==> config.mk <==
export PLATFORM = sky130hd
export DESIGN_NAME = kgt_ctrl
export DESIGN_NICKNAME = d
export VERILOG_FILES = /design/src/kgt_pkg.sv /design/src/kgt_ctrl.sv
export SDC_FILE = /design/constraint.sdc
export NUM_CORES = 1
export LEC_CHECK = 0
export BUFFER_PORTS_ARGS = -buffer_cell sky130_fd_sc_hd__buf_2
export CAP_MARGIN = 20
export CELL_PAD_IN_SITES_DETAIL_PLACEMENT = 0
export CELL_PAD_IN_SITES_GLOBAL_PLACEMENT = 1
export CORE_AREA = 2 2 39 41
export DETAILED_ROUTE_END_ITERATION = 16
export DIE_AREA = 0 0 41 43
export PLACE_DENSITY_LB_ADDON = 0.1
export SLEW_MARGIN = 40
export SYNTH_ARGS = -nofsm -noshare
export SYNTH_HDL_FRONTEND = slang
export SYNTH_SLANG_ARGS = --single-unit
==> constraint.sdc <==
create_clock -name clk -period 2 [get_ports clk]
set_clock_uncertainty 0.2 [all_clocks]
set_input_delay 0.4 -clock clk [delete_from_list [all_inputs] [get_ports clk]]
set_output_delay 0.4 -clock clk [all_outputs]
set_load 0.02 [all_outputs]
==> src/kgt_pkg.sv <==
// ---------------------------------------------------------------------------
// kgt_pkg
// Shared types and constants of the keyed grant table.
// ---------------------------------------------------------------------------
`default_nettype none
package kgt_pkg;
	localparam int unsigned CAPACITY_DEF   = 16;
	localparam int unsigned UNIT_KINDS_DEF = 4;

	typedef enum logic [1:0] {
		ACT_PUT    = 2'd0,
		ACT_REMOVE = 2'd1,
		ACT_FIND   = 2'd2,
		ACT_PURGE  = 2'd3
	} action_t;

	typedef enum logic [2:0] {
		ST_DONE     = 3'd0,
		ST_INVALID  = 3'd1,
		ST_RANGE    = 3'd2,
		ST_REGRESS  = 3'd3,
		ST_FULL     = 3'd4,
		ST_NOTFOUND = 3'd5
	} status_t;

	// one stored grant record (key held separately)
	typedef struct packed {
		logic [31:0] grant_id;
		logic [31:0] generation;
		logic [31:0] epoch;
		logic [7:0]  unit;
		logic [31:0] floor_v;
		logic [31:0] ceiling_v;
		logic [63:0] granted_tick;
		logic [63:0] expiry_tick;
	} record_t;

	localparam int unsigned REC_W = $bits(record_t);

	// controller -> datapath
	typedef struct packed {
		logic load;      // capture request
		logic scan_clr;  // reset scan state
		logic scan_en;   // examine current slot read data
		logic write;     // write record into chosen slot
		logic clr_used;  // clear used bit of chosen slot
		logic purge_drop;// drop current scanned slot if stale
		logic out_load;  // load result register
	} dp_cmd_t;

	// datapath -> controller
	typedef struct packed {
		logic invalid;
		logic bad_range;
		logic found;
		logic has_free;
		logic regress;
		logic scan_last;
	} dp_sts_t;
endpackage
`default_nettype wire

==> src/kgt_ctrl.sv <==
// ---------------------------------------------------------------------------
// kgt_ctrl
// Sequencer: capture, check, scan the table, then commit and present.
// ---------------------------------------------------------------------------
`default_nettype none
module kgt_ctrl (
	input  wire                clk,
	input  wire                arst_n,
	input  wire                in_valid,
	output logic               in_ready,
	output logic               out_valid,
	input  wire                out_ready,
	input  wire kgt_pkg::action_t act,
	input  wire kgt_pkg::dp_sts_t sts,
	output kgt_pkg::dp_cmd_t   cmd
);
	import kgt_pkg::*;

	typedef enum logic [4:0] {
		S_IDLE  = 5'b00001,
		S_PRIME = 5'b00010,
		S_SCAN  = 5'b00100,
		S_DONE  = 5'b01000,
		S_OUT   = 5'b10000
	} state_t;

	state_t state_q, state_nx;

	always_comb begin
		state_nx = state_q;
		cmd      = '0;
		in_ready = 1'b0;
		out_valid = 1'b0;
		case (state_q)
			S_IDLE: begin
				in_ready = 1'b1;
				if (in_valid) begin
					cmd.load = 1'b1;
					state_nx = S_PRIME;
				end
			end
			S_PRIME: begin
				// first read address issued; read data arrives next cycle
				cmd.scan_clr = 1'b1;
				state_nx = S_SCAN;
			end
			S_SCAN: begin
				cmd.scan_en = 1'b1;
				if (act == ACT_PURGE) begin
					cmd.purge_drop = 1'b1;
				end
				if (sts.scan_last) begin
					state_nx = S_DONE;
				end
			end
			S_DONE: begin
				cmd.out_load = 1'b1;
				case (act)
					ACT_PUT: begin
						if (!sts.invalid && !sts.bad_range &&
							((sts.found && !sts.regress) ||
							(!sts.found && sts.has_free))) begin
							cmd.write = 1'b1;
						end
					end
					ACT_REMOVE: cmd.clr_used = sts.found;
					default: ;
				endcase
				state_nx = S_OUT;
			end
			S_OUT: begin
				out_valid = 1'b1;
				if (out_ready) begin
					state_nx = S_IDLE;
				end
			end
			default: state_nx = S_IDLE;
		endcase
	end

	always_ff @(posedge clk or negedge arst_n) begin
		if (!arst_n) begin
			state_q <= S_IDLE;
		end else begin
			state_q <= state_nx;
		end
	end
endmodule
`default_nettype wire

Yosys cells after proc, flatten, opt, wreduce, memory -nomap -nowiden --
Cells that the tools add are included.
Operators by class: equal/unequal tests 10, reduce and logical (&&, ||, !) cells 11, multiplexer cells 17
Operators with widths (number):
- case mux 5 bit (5 select lines) | 1
- two-way mux 5 bit | 3
- two-way mux 1 bit | 12
- != test 2 bit (second input constant) | 3
- equality test 5 x 1 -> 1 bit (second input constant) | 1
- equality test 5 x 2 -> 1 bit (second input constant) | 1
- equality test 5 x 3 -> 1 bit (second input constant) | 1
- equality test 5 x 4 -> 1 bit (second input constant) | 1
- equality test 5 bit (second input constant) | 1
- logical AND 1 bit | 4
- logical NOT 1 bit | 4
- AND reduction 3 bit | 1
- equality test 2 x 1 -> 1 bit (second input constant) | 1
- equality test 2 bit (second input constant) | 1
- logical NOT 2 bit | 1
- two-way mux 2 bit | 1
- logical OR 1 bit | 1
Word-level totals: word-level logic and storage cells 39, input bits 12, output and inout bits 9, register bits 5

Longest topological paths before layout --
depth after elaboration 7, depth in mapped cells 3, gate-level depth less buffers 3

Least setup slack after synthesis --
OpenSTA, ideal clock, no wires.
path type reg-to-output, start point register state_q[1], end point output port cmd[2] in the netlist's numbering, arrival time 1.520 ns, data required time 1.400 ns, path buffers 0, stages on the path, launching flop included 3, slack -0.120 ns, cells stage by stage dfrtp_1 -> or3_4 -> nor4_1
RTL lines:
- start: declaration | RTL line kgt_ctrl.sv:27 | state_t state_q, state_nx;
- start signal: assignment | RTL line kgt_ctrl.sv:85 | state_q <= state_nx;
- end: declaration | RTL line kgt_ctrl.sv:15 | output kgt_pkg::dp_cmd_t cmd

==> impl_metrics.yaml <==
critical_path:
  critical_path.endpoint_type: "output port"
  worst-endpoint-required_ns: 1.40
  critical-path-top-delay-family: "simple AND/OR/NAND/NOR gates"
  start_kind: "flop"
  cp.arrival_ns: 1.46
  crit_path_kind: "reg -> out"
  timing.critical_path.cells: "or3_4 > nor2_4 > and4b_1 > buf_6"
  worstPathMaxFanout: 4
  timing.critical_path.buf_inv: 1
  slowest_delay_ns: 0.43
  slowest_stage: "or3_4"
worst_hold_path:
  min_path_type: "in -> reg"
placed_design:
  number_of_buffers_added_on_ports: 20
  gp_routability_congestion: 0.667
  placed_area_sq_um: 475
  pre_cts_slack_ns: 0.140
  hpwl_um: 667
clocking:
  tritoncts.num_buffers: 3
  clock_tree_from_tritoncts: "built"
  cts.clk_slew.worst_paths_ns: 0.04
  cts_root_buf: "clkbuf_4"
  clock_path_buffers: 2
  clock-sinks: 5
  worstSkewPairLatency_ns: 0.24
  cts_htree_levels: 1
timing:
  finalMaxSlewViolations: 0
  fmax_mhz: 485
  final_period_minus_worst_setup_slack_ns: 2.06
  postLayoutSetupSlackWorst_ns: -0.0622
  max-slew-margin-rel_pct: 80.8
  hold_slack_ns: 0.186
  fin_setup_tns_ns: -0.187
  finalHoldViolCount: 0
  finalSetupViolations: 4
  grt_setup_unrepaired: "yes"
  period_share_pct: 103
  worstMarginPinSlew_ns: 0.287
final_layout:
  num_antenna_cells: 0
  filler_cell_count: 139
  largest_register_ffs: 5
  final_cell_area_sq_um: 598
  largest_register_by_flop_count: "state_q"
  area_growth_syn_to_layout_pct: 75.1
  layout.nets: 80
  layout_top_registers: "state_q: 5 flops"
  post_route_cells_drive_above_1_share_pct: 61.2
floorplanning:
  chipWidth_um: 41
  core_area_sq_um: 1380
  initial_utilization_pct: 24.7
  floorplan.io_pins: 21
  fp.dieArea_sq_um: 1760
  die_y_um: 43
  std_cell_rows: 14
synth:
  seq_area_frac_synth_pct: 37.0
  synth_simple_gate_area_share_pct: 52.4
  synthTopCellsByCount: "6 x nor2_1, 4 x dfrtp_1, 4 x nor3b_1"
  yosys.area.top_type_share_pct: 29.3
  synth.area.mux_share_pct: 0
  netlist_instances: 37
  synthXorXnorAreaFrac_pct: 0
  asr_flop_ratio_synth_pct: 100
  synth_nets: 49
  synth-compound-area-share_pct: 7.33
  synth_fa_ha_area_share_pct: 0
  ys_types: 22
  count_of_flip_flops_with_a_built_in_enable_after_synthesis: 0
  yosysWarningCount: 0
  synth_top_family_by_area: "simple AND/OR/NAND/NOR gates"
  syn_avg_cell_area_sq_um: 9.23
  most_instantiated_flip_flop_cell_in_the_synthesis_netlist: "dfrtp_1"
  synth-seq-cells: 5
  netlist_top_cells_area: "dfrtp_1 29%, nor3b_1 8.8%, dfstp_2 7.7%, nor2_1 6.6%, or3_4 6.6%"
  mappedNetlistArea_sq_um: 342
  yosys_top_cell_by_area: "dfrtp_1"
  synth_most_common_cell: "nor2_1"
drt:
  ant_nets: 0
  drt-total-wl_um: 864
  drt_pass1_iterations: 4
  detailroute.via_count: 399
  route.detailed.wl_per_inst_um: 10.4
  drt_iter0_drc: 7
  drc_errors: 0
  drt-vias-per-instance: 4.81
global_route:
  grt_pass1_vias: 326
  grt_antenna_before_repair: 0
  grt_max_degree: 9
  globalRouteOverflowTotal: 0
  global_route_wire_length_before_repair_um: 1250
  global_routing_usage_summed_across_all_routing_layers_pct: 10.7
flow_run:
  max-cap-violations: 0
power:
  power.static_leakage_nw: 0.280
  power_density_nw_per_um2: 970
  irDropWorstVdd_mv: 0.477
run_status:
  violations_in_the_final_reports: "setup timing"
  outcome: "complete, but fails checks"
power breakdown:
part	internal (mW)	switching (mW)
clock network	0.0751	0.0363
logic	0.162	0.155
registers	0.133	0.0198
total	0.370	0.211
cells by family after synthesis:
group / Yosys count
simple gates: 26
buf+inv: 2
compound gates: 4
flops: 5
final timing paths:
kind | from | end | slack, ns | depth (start not counted)
min in group asynchronous | arst_n | state_q[1]$_DFFE_PN0P_ | 0.30 | 2
max reg2reg | state_q[3]$_DFFE_PN0P_ | state_q[0]$_DFFE_PN1P_ | 0.48 | 4
min reg2reg | state_q[3]$_DFFE_PN0P_ | state_q[2]$_DFFE_PN0P_ | 0.32 | 1
max in group asynchronous | arst_n | state_q[0]$_DFFE_PN1P_ | 1.09 | 2
min | sts[0] | state_q[3]$_DFFE_PN0P_ | 0.19 | 2
max | state_q[1]$_DFFE_PN0P_ | cmd[3] | -0.06 | 4
through the flow:
stage          cells  util (%)  total power [mW]
3_3_place_gp      74      34.4             0.386
3_5_place_dp      74      34.4             0.384
5_1_grt           83      43.2             0.625
2_1_floorplan     37         -             0.314
4_1_cts           80      40.6             0.548
6_report          83      43.2             0.580
cell type report:
type | count | area (sq um) | share of cell area [%]
Clock buffer | 4 | 26.3 | 4.39
Multi-Input combinational cell | 30 | 238 | 39.7
Sequential cell | 5 | 130 | 21.8
Tap cell | 16 | 20.0 | 3.35
Inverter | 1 | 3.75 | 0.628
Timing Repair Buffer | 27 | 180 | 30.1
metal layers:
layer / vias to the layer above / part of all wire, % / GRT usage, %
met4: 0 / 0 / 8.00
met1: 182 / 41 / 11.8
li1: 196 / - / -
met2: 21 / 48 / 16.9
met3: 0 / 11 / 2.09
met5: - / 0 / 0
cells in the final DEF (no fill, tap or decap), types with 2 or more instances in the layout:
cell type	synthesis	layout
or3_4	2	2
buf_6	0	2
a21oi_1	2	2
nor3b_1	4	3
buf_2	0	13
nor3_1	2	2
dfrtp_2	0	3
clkbuf_4	0	3
nor2_1	6	5
buf_4	1	11
worst reg2reg max path, stage by stage, from the launching register on:
cell	delay, ns
dfrtp_2	0.44
or3_4	0.42
nor3b_4	0.22
buf_4	0.14
nor3_1	0.04
timing repair:
item | in CTS | in global routing
setup buffers | 1 | 3
hold buffers | 1 | 0
pin swaps | 5 | 0
endpoints found under the setup margin | 7 | 7
endpoints found under the hold margin | 5 | 0
gates resized for setup | 13 | 4
Power figures use the tool's default switching activity.
